[src/design/fbfl_pkg.sv]
`timescale 1ns / 1ps
// Shared types and codes for the fixed-block free-list allocator.
// No dependencies; imported by fbfl_link_store and the top level.
package fbfl_pkg;

    localparam int DEF_MAX_BLOCKS   = 64;
    localparam int RST_BLOCK_COUNT  = 64;
    localparam int RST_BLOCK_BYTES  = 32;
    localparam int MIN_BLOCK_BYTES  = 4;
    localparam int MAX_BLOCK_BYTES  = 4096;

    localparam int CFG_DATA_W       = 13;

    // command codes
    localparam logic CMD_ALLOC = 1'b0;
    localparam logic CMD_FREE  = 1'b1;

    // status codes
    localparam logic [1:0] ST_OK       = 2'd0;
    localparam logic [1:0] ST_OOM      = 2'd1;
    localparam logic [1:0] ST_BAD_FREE = 2'd2;

    // register indexes
    localparam logic REG_BLOCK_COUNT = 1'b0;
    localparam logic REG_BLOCK_BYTES = 1'b1;

    typedef struct packed {
        logic       cmd;
        logic [5:0] free_index;
    } t_in_beat;

    typedef struct packed {
        logic [1:0]  status;
        logic [5:0]  block_index;
        logic [17:0] block_offset;
        logic [6:0]  used_count;
    } t_out_beat;

    // control from the sequencer to the link store
    typedef struct packed {
        logic rd_en;
        logic wr_en;
        logic clear;
    } t_link_ctl;

endpackage

[src/design/fbfl_link_store.sv]
`timescale 1ns / 1ps
// Link memory of the free list: one successor code per block, registered read.
// Depends on fbfl_pkg (t_link_ctl, DEF_MAX_BLOCKS).
module fbfl_link_store
    import fbfl_pkg::*;
#(
    parameter int MAX_BLOCKS = DEF_MAX_BLOCKS
) (
    input  logic                            i_clk,
    input  logic                            i_rst_n,
    input  t_link_ctl                       i_ctl,
    input  logic [$clog2(MAX_BLOCKS)-1:0]   i_rd_addr,
    input  logic [$clog2(MAX_BLOCKS)-1:0]   i_wr_addr,
    input  logic [$clog2(MAX_BLOCKS+1)-1:0] i_wr_data,
    input  logic [$clog2(MAX_BLOCKS+1)-1:0] i_block_count,
    output logic [$clog2(MAX_BLOCKS+1)-1:0] o_rd_link
);

    localparam int IW = $clog2(MAX_BLOCKS);
    localparam int LW = $clog2(MAX_BLOCKS + 1);
    localparam logic [LW-1:0] END_MARK = LW'(MAX_BLOCKS);

    logic [LW-1:0]         r_mem [MAX_BLOCKS];
    logic [LW-1:0]         r_rdata;
    logic [IW-1:0]         r_rd_addr;
    // entry written since the last chain rebuild; otherwise it reads as the sequential link
    logic [MAX_BLOCKS-1:0] r_vld;
    logic [LW-1:0]         seq_link;
    logic [LW-1:0]         nxt;

    always_ff @(posedge i_clk) begin
        if (i_ctl.wr_en) begin
            r_mem[i_wr_addr] <= i_wr_data;
        end
        if (i_ctl.rd_en) begin
            r_rdata   <= r_mem[i_rd_addr];
            r_rd_addr <= i_rd_addr;
        end
    end

    always_ff @(posedge i_clk) begin
        if (!i_rst_n || i_ctl.clear) begin
            r_vld <= '0;
        end else if (i_ctl.wr_en) begin
            r_vld[i_wr_addr] <= 1'b1;
        end
    end

    always_comb begin
        nxt      = LW'(r_rd_addr) + LW'(1);
        seq_link = (nxt < i_block_count) ? nxt : END_MARK;
    end

    assign o_rd_link = r_vld[r_rd_addr] ? r_rdata : seq_link;

endmodule

[src/design/fixed_block_free_list_allocator_unit.sv]
`timescale 1ns / 1ps
// Top level of the fixed-block free-list allocator: sequencer, head/count registers,
// result register. Depends on fbfl_pkg and fbfl_link_store.
//
//  channel | direction | handshake                  | beat
//  in      | input     | i_in_valid / o_in_stall    | t_in_beat  (cmd, free_index)
//  out     | output    | o_out_valid / i_out_stall  | t_out_beat (status, index, offset, used)
//  cfg     | input     | i_cfg_we, no wait          | i_cfg_index, i_cfg_data
//
// Each command is accepted in S_IDLE, where the accept edge issues the link read at the head;
// the finish edge consumes the registered read data and, for a free, writes the link back.
// Commands are taken one at a time; a stalled result sits in the output register
// while the next command is accepted and read, and holds that command's finish.
// Reset and config writes rebuild the chain at once (per-entry valid bits); no sweep.
module fixed_block_free_list_allocator_unit
    import fbfl_pkg::*;
#(
    parameter int MAX_BLOCKS = DEF_MAX_BLOCKS
) (
    input  logic                  i_clk,
    input  logic                  i_rst_n,
    input  logic                  i_in_valid,
    output logic                  o_in_stall,
    input  t_in_beat              i_in_data,
    output logic                  o_out_valid,
    input  logic                  i_out_stall,
    output t_out_beat             o_out_data,
    input  logic                  i_cfg_we,
    input  logic                  i_cfg_index,
    input  logic [CFG_DATA_W-1:0] i_cfg_data
);

    localparam int IW = $clog2(MAX_BLOCKS);
    localparam int LW = $clog2(MAX_BLOCKS + 1);
    localparam logic [LW-1:0] END_MARK  = LW'(MAX_BLOCKS);
    localparam logic [LW-1:0] RST_COUNT =
        LW'((MAX_BLOCKS < RST_BLOCK_COUNT) ? MAX_BLOCKS : RST_BLOCK_COUNT);

    localparam logic S_IDLE = 1'b0;
    localparam logic S_EXEC = 1'b1;

    logic                  r_state, n_state;
    logic [LW-1:0]         r_head, n_head;
    logic [LW-1:0]         r_used, n_used;
    logic [LW-1:0]         r_block_count, n_block_count;
    logic [CFG_DATA_W-1:0] r_block_bytes, n_block_bytes;
    logic                  r_cmd;
    logic [5:0]            r_idx;
    logic                  r_out_valid, n_out_valid;
    t_out_beat             r_out, n_out;

    t_link_ctl             link_ctl;
    logic [IW-1:0]         rd_addr;
    logic [LW-1:0]         rd_link;
    logic [LW-1:0]         link;
    logic                  in_accept;
    logic                  finish;
    logic                  lazy;
    logic                  free_ok;
    logic [IW+CFG_DATA_W-1:0] offset;
    logic [6:0]            cfg_cnt;
    logic [CFG_DATA_W-1:0] cfg_bytes;

    fbfl_link_store #(
        .MAX_BLOCKS (MAX_BLOCKS)
    ) u_link (
        .i_clk         (i_clk),
        .i_rst_n       (i_rst_n),
        .i_ctl         (link_ctl),
        .i_rd_addr     (rd_addr),
        .i_wr_addr     (IW'(r_idx)),
        .i_wr_data     (r_head),
        .i_block_count (r_block_count),
        .o_rd_link     (rd_link)
    );

    assign o_in_stall = (r_state != S_IDLE);
    assign in_accept  = i_in_valid && !o_in_stall;
    assign finish     = (r_state == S_EXEC) && (!r_out_valid || !i_out_stall);
    assign rd_addr    = (r_head == END_MARK) ? '0 : IW'(r_head);

    // alloc at head 0 with nothing in use: chain is rebuilt before popping
    assign lazy    = (r_cmd == CMD_ALLOC) && (r_head == '0) && (r_used == '0);
    assign link    = lazy ? ((LW'(1) < r_block_count) ? LW'(1) : END_MARK) : rd_link;
    assign free_ok = (32'(r_idx) < 32'(r_block_count)) && (32'(r_idx) < MAX_BLOCKS)
                     && (r_used != '0);
    assign offset  = (IW+CFG_DATA_W)'(IW'(r_head)) * (IW+CFG_DATA_W)'(r_block_bytes);

    always_comb begin
        link_ctl.rd_en = in_accept;
        link_ctl.wr_en = finish && (r_cmd == CMD_FREE) && free_ok;
        link_ctl.clear = i_cfg_we || (finish && lazy);
    end

    always_comb begin
        n_state       = r_state;
        n_head        = r_head;
        n_used        = r_used;
        n_block_count = r_block_count;
        n_block_bytes = r_block_bytes;
        n_out_valid   = r_out_valid && i_out_stall;
        n_out         = r_out;
        cfg_cnt       = i_cfg_data[6:0];
        cfg_bytes     = i_cfg_data;

        case (r_state)
            S_IDLE: begin
                if (in_accept) begin
                    n_state = S_EXEC;
                end
            end
            S_EXEC: begin
                if (finish) begin
                    n_state      = S_IDLE;
                    n_out_valid  = 1'b1;
                    n_out        = '0;
                    if (r_cmd == CMD_ALLOC) begin
                        if (!lazy && ((r_head == END_MARK) || (r_used >= r_block_count))) begin
                            n_out.status = ST_OOM;
                        end else begin
                            n_head             = link;
                            n_used             = r_used + LW'(1);
                            n_out.status       = ST_OK;
                            n_out.block_index  = 6'(r_head);
                            n_out.block_offset = 18'(offset);
                        end
                    end else begin
                        if (free_ok) begin
                            n_head = LW'(r_idx);
                            n_used = r_used - LW'(1);
                        end else begin
                            n_out.status = ST_BAD_FREE;
                        end
                    end
                    n_out.used_count = 7'(n_used);
                end
            end
            default: begin
                n_state = S_IDLE;
            end
        endcase

        if (i_cfg_we) begin
            case (i_cfg_index)
                REG_BLOCK_COUNT: begin
                    if (cfg_cnt == 7'd0) begin
                        n_block_count = LW'(1);
                    end else if (32'(cfg_cnt) > MAX_BLOCKS) begin
                        n_block_count = END_MARK;
                    end else begin
                        n_block_count = LW'(cfg_cnt);
                    end
                end
                REG_BLOCK_BYTES: begin
                    if (32'(cfg_bytes) < MIN_BLOCK_BYTES) begin
                        n_block_bytes = CFG_DATA_W'(MIN_BLOCK_BYTES);
                    end else if (32'(cfg_bytes) > MAX_BLOCK_BYTES) begin
                        n_block_bytes = CFG_DATA_W'(MAX_BLOCK_BYTES);
                    end else begin
                        n_block_bytes = cfg_bytes;
                    end
                end
                default: begin
                    n_block_count = r_block_count;
                end
            endcase
            n_head = '0;
            n_used = '0;
        end
    end

    always_ff @(posedge i_clk) begin
        if (!i_rst_n) begin
            r_state       <= S_IDLE;
            r_head        <= '0;
            r_used        <= '0;
            r_block_count <= RST_COUNT;
            r_block_bytes <= CFG_DATA_W'(RST_BLOCK_BYTES);
            r_out_valid   <= 1'b0;
        end else begin
            r_state       <= n_state;
            r_head        <= n_head;
            r_used        <= n_used;
            r_block_count <= n_block_count;
            r_block_bytes <= n_block_bytes;
            r_out_valid   <= n_out_valid;
        end
    end

    always_ff @(posedge i_clk) begin
        r_out <= n_out;
        if (in_accept) begin
            r_cmd <= i_in_data.cmd;
            r_idx <= i_in_data.free_index;
        end
    end

    assign o_out_valid = r_out_valid;
    assign o_out_data  = r_out;

`ifndef SYNTHESIS
    a_used_le_count: assert property (@(posedge i_clk) disable iff (!i_rst_n)
        r_used <= r_block_count)
        else $error("used count above block count");

    a_head_in_pool: assert property (@(posedge i_clk) disable iff (!i_rst_n)
        (r_head == END_MARK) || (r_head < r_block_count))
        else $error("free-list head outside pool");

    a_result_after_exec: assert property (@(posedge i_clk) disable iff (!i_rst_n)
        $rose(r_out_valid) |-> $past(r_state == S_EXEC))
        else $error("result beat without a finished command");

    a_accept_to_exec: assert property (@(posedge i_clk) disable iff (!i_rst_n)
        in_accept |=> (r_state == S_EXEC))
        else $error("accepted command not executed");
`endif

endmodule
[config.mk]
export PLATFORM = sky130hd
export DESIGN_NAME = fixed_block_free_list_allocator_unit
export DESIGN_NICKNAME = d
export VERILOG_FILES = /design/src/design/fbfl_pkg.sv /design/src/design/fbfl_link_store.sv /design/src/design/fixed_block_free_list_allocator_unit.sv
export SDC_FILE = /design/constraint.sdc
export NUM_CORES = 1
export LEC_CHECK = 0
export BUFFER_PORTS_ARGS = -buffer_cell sky130_fd_sc_hd__clkbuf_2
export CAP_MARGIN = 20
export CORE_MARGIN = 8
export CORE_UTILIZATION = 40
export CTS_CLUSTER_SIZE = 16
export DETAILED_ROUTE_END_ITERATION = 16
export SLEW_MARGIN = 5
export SYNTH_ARGS = -nofsm -noshare
export SYNTH_HDL_FRONTEND = slang
export SYNTH_HIERARCHICAL = 1
export SYNTH_SLANG_ARGS = --single-unit
[constraint.sdc]
create_clock -name i_clk -period 11.5 [get_ports i_clk]
set_input_delay 0.575 -clock i_clk [delete_from_list [all_inputs] [get_ports i_clk]]
set_output_delay 0.575 -clock i_clk [all_outputs]
set_load 0.02 [all_outputs]
== Word level (Yosys, flattened, before mapping) ==
Memories as Yosys holds them, arrays and structs flattened. A register that Yosys moved wholly into a read port is not among the register bits.
Cells that the tools add are included.
W data, S select, Z words.

* Register bits: 146
* Bits in latches: 0
* Memory bits (writable): 448
* ROM bits: 0
* Logic and storage cells: 96
* Memories: 1

* $add $sub $neg: 3
* Multiply operators: 1
* Divide/modulo/power cells: 0
* Order comparisons: 10
* Eq/ne operators: 3
* Shift operators: 0
* Muxes and demuxes: 29
* Bitwise gates (word level): 5
* Reductions and logical operators: 30

{| class="wikitable"
|+ Memory list
! name !! words !! width !! rd ports !! clocked after memory_dff !! write ports !! line !! source
|-
| u_link.r_mem || 64 || 7 || 1 || 1 || 1 || fbfl_link_store.sv:23 || <nowiki>logic [LW-1:0] r_mem [MAX_BLOCKS];</nowiki>
|}

{| class="wikitable"
|+ Operators with widths
! kind !! number
|-
| $mux W7 || 12
|-
| $or A64 B64 Y64 || 1
|-
| $mux W13 || 2
|-
| $logic_not A7 Y1 || 3
|-
| $mul A6 B13 Y18 || 1
|-
| $lt A6 B7 Y1 const B || 2
|-
| $gt A13 B13 Y1 const B || 1
|-
| $lt A13 B3 Y1 const B || 1
|-
| $logic_and A1 B1 Y1 || 11
|-
| $mux W1 || 9
|-
| $add A6 B1 Y7 const B || 1
|-
| $add A7 B1 Y7 const B || 1
|-
| $eq A7 B7 Y1 const B || 1
|-
| $ge A7 B7 Y1 || 1
|-
| $gt A7 B7 Y1 const B || 1
|-
| $lt A1 B7 Y1 const A || 1
|-
| $lt A6 B7 Y1 || 1
|-
| $lt A7 B7 Y1 || 1
|-
| $reduce_bool A7 Y1 || 1
|-
| $sub A7 B1 Y7 const B || 1
|-
| $bmux W1 S6 || 1
|-
| $demux W1 S6 || 1
|-
| $ge A6 B1 Y1 const B || 1
|-
| $mux W6 || 1
|-
| 10 further kinds || 24
|}

== Logic depth before layout (Yosys ltp) ==
* Depth in word-level cells: 7
* Depth in mapped cells: 15
* Gate-level depth less buffers: 14

== Modules after synthesis ==
Netlist, hierarchy kept.

{| class="wikitable"
|+ Modules (own cells, without submodules)
! module !! times used !! cells an instance !! area each (um^2) !! sequential area each (um^2)
|-
| fbfl_link_store || 1 || 987 || 20482.1 || 15124.5
|-
| fixed_block_free_list_allocator_unit || 1 || 636 || 5989.5 || 1921.8
|}

== Worst setup path before layout ==
No wires, ideal clock.

* Path type: register to register
* Start: register r_head[1]
* End: register r_out, in the netlist o_out_data[24], data pin
* Library setup time: 266 ps
* Arrival: 4852 ps
* Slack: 6382 ps
* Cell stages (with the launch flop): 15
* Buffers on the path: 1
* Period minus slack after synthesis: 5118 ps
* Cell sequence: dfxtp_1 -> clkbuf_1 -> and2_1 -> fa_1 -> fa_1 -> inv_1 -> fa_1 -> inv_1 -> ha_1 -> a21oi_1 -> a21boi_0 -> a2111oi_0 -> o31ai_1 -> xnor2_1 -> nor2_1

* Longest elaborated chain between the ends: 6

{| class="wikitable"
|+ Ends and longest elaborated chain
! what !! line !! source
|-
| start, declared || fixed_block_free_list_allocator_unit.sv:43 || <nowiki>logic [LW-1:0] r_head, n_head;</nowiki>
|-
| start signal, assigned || fixed_block_free_list_allocator_unit.sv:182 || <nowiki>r_head <= n_head;</nowiki>
|-
| branches (longest 6 deep; another with $mul A6 B13 Y18) || - ||
|-
| end signal, assigned || fixed_block_free_list_allocator_unit.sv:191 || <nowiki>r_out <= n_out;</nowiki>
|-
| end, declared || fixed_block_free_list_allocator_unit.sv:50 || <nowiki>t_out_beat r_out, n_out;</nowiki>
|}

Parallel ways; which one is timed is not known.
A chain may end at the register's enable or synchronous reset.

== Worst setup path after layout ==
* Start: register r_head[4]
* End: register r_out, in the netlist o_out_data[24], data pin

The elaborated chain is that of the path after synthesis.

==> metrics <==
height of the chip=273.3 µm; antenna violations before repair=1; Setup-failing EPs final=0; aggregate negative setup slack=0 ns; worst endpoint required time=between 10 and 15 ns; number of gates resized after cts=0; proportion of power drawn by combinational gates=0.029; internal power summed over all cells=approximately 3600 µW; final net count=~1.8k; clk_lat worst skew=between 0.5 and 0.6 ns; Fmax achieved=~0.19 GHz; area of all placed cells without fillers=29800 µm²; clock skew=about 0.025 ns; Post-synth EDFFs=~500; share of final-layout standard cells stronger than drive strength 1=0.2009; via count of the first global-routing pass=14.55k; synthesized netlist net count=between 1.5k and 2k; DRC errors left=0; peak per-stage delay on the critical path=a little over 0.9 ns; met1 demand-to-capacity share in global routing=0.2169; total via count in the routed design=about 14k; endpoint type of the worst setup path=flip-flop; met3 demand-to-capacity share in global routing=0.03092; via count normalized by instance count=between 5 and 6; post-layout minimum cycle time=around 5.2 ns; launch instance of the worst register-to-register path=r_head[4]$_SDFFE_PP0P_; Net Sw Power=around 940 µW; cell accounting for the most synthesized area=sky130_fd_sc_hd__edfxtp_1; cts hold-fix bufs=0; critical path buffer and inverter count=3; type of the most critical hold path=in2reg; Pwr Density=153.6 nW/µm²; cell type of the slowest stage on the worst timing path=sky130_fd_sc_hd__a2111oi_0; critical path class=reg2reg; count of maximum capacitance violations=0; Die Footprint=74670 µm²; Placed Instance Area=27630 µm²; source of the worst hold timing path=i_in_data[6]; first-pass iteration count of the detailed router=5; clock tree from TritonCTS=yes; post-CTS setup buffer count=0; sequential fraction of the synthesis area=0.6439; arrival time at the worst endpoint=between 5 and 6 ns; average wire length per cell after detail routing=22.64 µm; maximum fanout encountered on the critical timing path=between 70 and 80; peak ir drop on the vdd network=~86 µV; average cell area after synthesis=between 15 and 20 µm²; number of sinks handled by clock tree synthesis=between 600 and 700; total of flip-flops plus latches after synthesis=around 600; final-report hold violation count=0; Antenna diodes=0; Worst Max-Slew Pin Slew=roughly 1.1 ns; leading cell types by total area after synthesis=sky130_fd_sc_hd__edfxtp_1 57%, sky130_fd_sc_hd__mux4_2 13%, sky130_fd_sc_hd__dfxtp_1 7.6%, sky130_fd_sc_hd__fa_1 3.3%, sky130_fd_sc_hd__ha_1 2.2%; commonest cells after routing, fill and taps aside=501 x sky130_fd_sc_hd__edfxtp_1, 155 x sky130_fd_sc_hd__mux4_2, 93 x sky130_fd_sc_hd__dfxtp_1, 92 x sky130_fd_sc_hd__nor2_1, 84 x sky130_fd_sc_hd__inv_1; count of standard-cell rows=94; DPL Wire Length=37020 µm; share of power burned in the clock network=0.453; area of the placeable core=roughly 66000 µm²; setup repair after global routing missed its margin=false; Synth async-reset ratio=0; clock-pin slew on the worst setup and hold paths=approximately 0.06 ns; Total Wirelength=58880 µm; netlist area before placement=26470 µm²; ports placed on the boundary=61; number of buffers added on ports=60; most frequent standard cell in the layout excluding fill and tap cells=sky130_fd_sc_hd__edfxtp_1; cell at the root of the clock tree=sky130_fd_sc_hd__clkbuf_16; Total Routing Usage GR=0.1580; gate family responsible for the most delay along the worst path=compound AO/OA/AOI/OAI gates; Setup crit start kind=flip-flop; Congestion Overflow GR=0; number of max-slew violations in the final report=0; DIE WIDTH=around 270 µm; primary flip-flop cell chosen by synthesis mapping=sky130_fd_sc_hd__edfxtp_1; Crit. Startpoint=r_head[4]$_SDFFE_PP0P_; number of design-rule violations left by the first detailed-router iteration=1291; largest net degree at the start of global routing=87; fillers=5668; first-pass GRT wire length=approximately 91000 µm; share of the cycle needed by the critical path after routing=0.4535; remaining max-slew budget at the tightest pin=0.2702; crit path cell chain=buf_4 -> and2_1 -> ha_1 -> inv_1 -> fa_1 -> fa_1 -> inv_1 -> ha_1 -> a211oi_1 -> o211ai_1 -> a2111oi_0 -> o31ai_1 -> xnor2_1 -> nor2_1; routing layer with the top usage in global route=met2; share of the synthesized area in the top cell type=0.5683; leakage dissipation=roughly 0.011 µW; library cells used by synthesis=slightly below 70; part of the total power dissipated in sequential elements=0.518; count of antenna-violating nets left after detailed routing=0; CTS Buf Count=66; weighted congestion at the end of routability-driven global placement=slightly above 0.8; initial standard-cell utilization of the core=0.4034; met2 Use GR=0.2541; number of H-tree levels=3; Warnings, synthesis=6; Syn-to-layout area delta=12.59%; number of instances in the synthesized netlist=1623; Clock Tree Buf Depth=3; switching share of power=0.2061; status=finished clean
-- stage by stage --
stage	utilization	hold WS (ns)	setup WS, ns	cells	power [µW]
floorplan	-	0.4354	6.382	1623	2504
CTS	0.4537	0.1166	6.236	2598	4636
global placement	0.4210	0.4413	6.416	2481	2547
detailed placement	0.4210	0.4500	6.234	2481	2550
finish	0.4541	0.1592	6.285	2601	4578
global route	0.4541	0.1252	5.873	2601	4731
-- state kept, by name (all words and copies together), names as in the netlist, 7 cells and up --
name,cells
u_link/r_mem,448
r_block_bytes,13
o_out_data,33
u_link/r_vld,64
r_used,7
r_block_count,7
r_head,7
u_link/r_rdata,7
-- worst paths after layout --
kind / end / slack [ns] / depth (start not counted)
hold / removal: r_cmd$_DFFE_PP_ / 0.16 / 1
setup / recovery: o_out_data[24]$_SDFFCE_PP0P_ / 6.28 / 14
setup reg to reg: o_out_data[24]$_SDFFCE_PP0P_ / 6.28 / 14
hold reg to reg: u_link/r_vld[39]$_SDFFE_PP0P_ / 0.46 / 1
-- logic make-up after synthesis --
family,share of synthesized area
XOR/XNOR,0.007279
multiplexers,0.1413
adder cells (fa/ha/maj),0.05549
AO/OA/AOI/OAI,0.05275
flip-flops,0.6439
buffers and inverters,0.02652
AND/OR/NAND/NOR,0.07274
-- worst reg2reg max path: cells and delay by family (launching register included) --
family / cells / cell delay, ns
AOI/OAI and AO/OA: 4 / 1.75
xor gates and xnor gates: 1 / 0.18
DFF: 1 / 0.53
adders and majority gates: 4 / 1.43
and+or+nand+nor: 2 / 0.29
buffers and inverters: 3 / 0.79
-- power groups by stage --
stage | Sequential [µW] | Combinational, µW | Clock, µW
after floorplan | 2410 | 88.8 | 0
after global placement | 2420 | 129 | 0
after detailed placement | 2420 | 131 | 0
after CTS | 2370 | 132 | 2130
after global routing | 2370 | 144 | 2210
final | 2370 | 132 | 2070
-- final cells by class --
| class | count | area (µm²) | area share |
|---|---|---|---|
| clock buffers | 90 | 1834 | 0.06154 |
| clock inverters | 27 | 310.3 | 0.01041 |
| inverters | 85 | 319.1 | 0.01071 |
| multi-input cells | 854 | 8733 | 0.2930 |
| flip-flops and latches | 601 | 17070 | 0.5727 |
| well taps | 864 | 1081 | 0.03627 |
| repair buffers | 80 | 457.9 | 0.01537 |
-- cells in the mapped netlist (11+ instances only) --
master / number
sky130_fd_sc_hd__edfxtp_1: 501
sky130_fd_sc_hd__mux4_2: 155
sky130_fd_sc_hd__dfxtp_1: 100
sky130_fd_sc_hd__nor2_1: 92
sky130_fd_sc_hd__inv_1: 84
sky130_fd_sc_hd__and2_1: 82
sky130_fd_sc_hd__o21a_1: 68
sky130_fd_sc_hd__clkbuf_1: 58
sky130_fd_sc_hd__nand2_1: 54
sky130_fd_sc_hd__ha_1: 47
sky130_fd_sc_hd__fa_1: 44
sky130_fd_sc_hd__a21oi_1: 32
sky130_fd_sc_hd__nor2b_1: 28
sky130_fd_sc_hd__nand3_1: 23
sky130_fd_sc_hd__mux2i_1: 17
sky130_fd_sc_hd__nand4_1: 16
sky130_fd_sc_hd__o21ai_0: 16
sky130_fd_sc_hd__xnor2_1: 15
sky130_fd_sc_hd__a211oi_1: 13
sky130_fd_sc_hd__nor3_1: 13
sky130_fd_sc_hd__buf_2: 12
sky130_fd_sc_hd__and3_1: 11
-- per-layer routing --
| layer | vias up | wire length [µm] |
|---|---|---|
| met4 | 2 | 1271 |
| met3 | 82 | 3457 |
| met2 | 383 | 28320 |
| li1 | 6395 | - |
| met1 | 7523 | 25830 |
| met5 | - | 9 |
No activity file was read; power rests on OpenSTA's default activity.
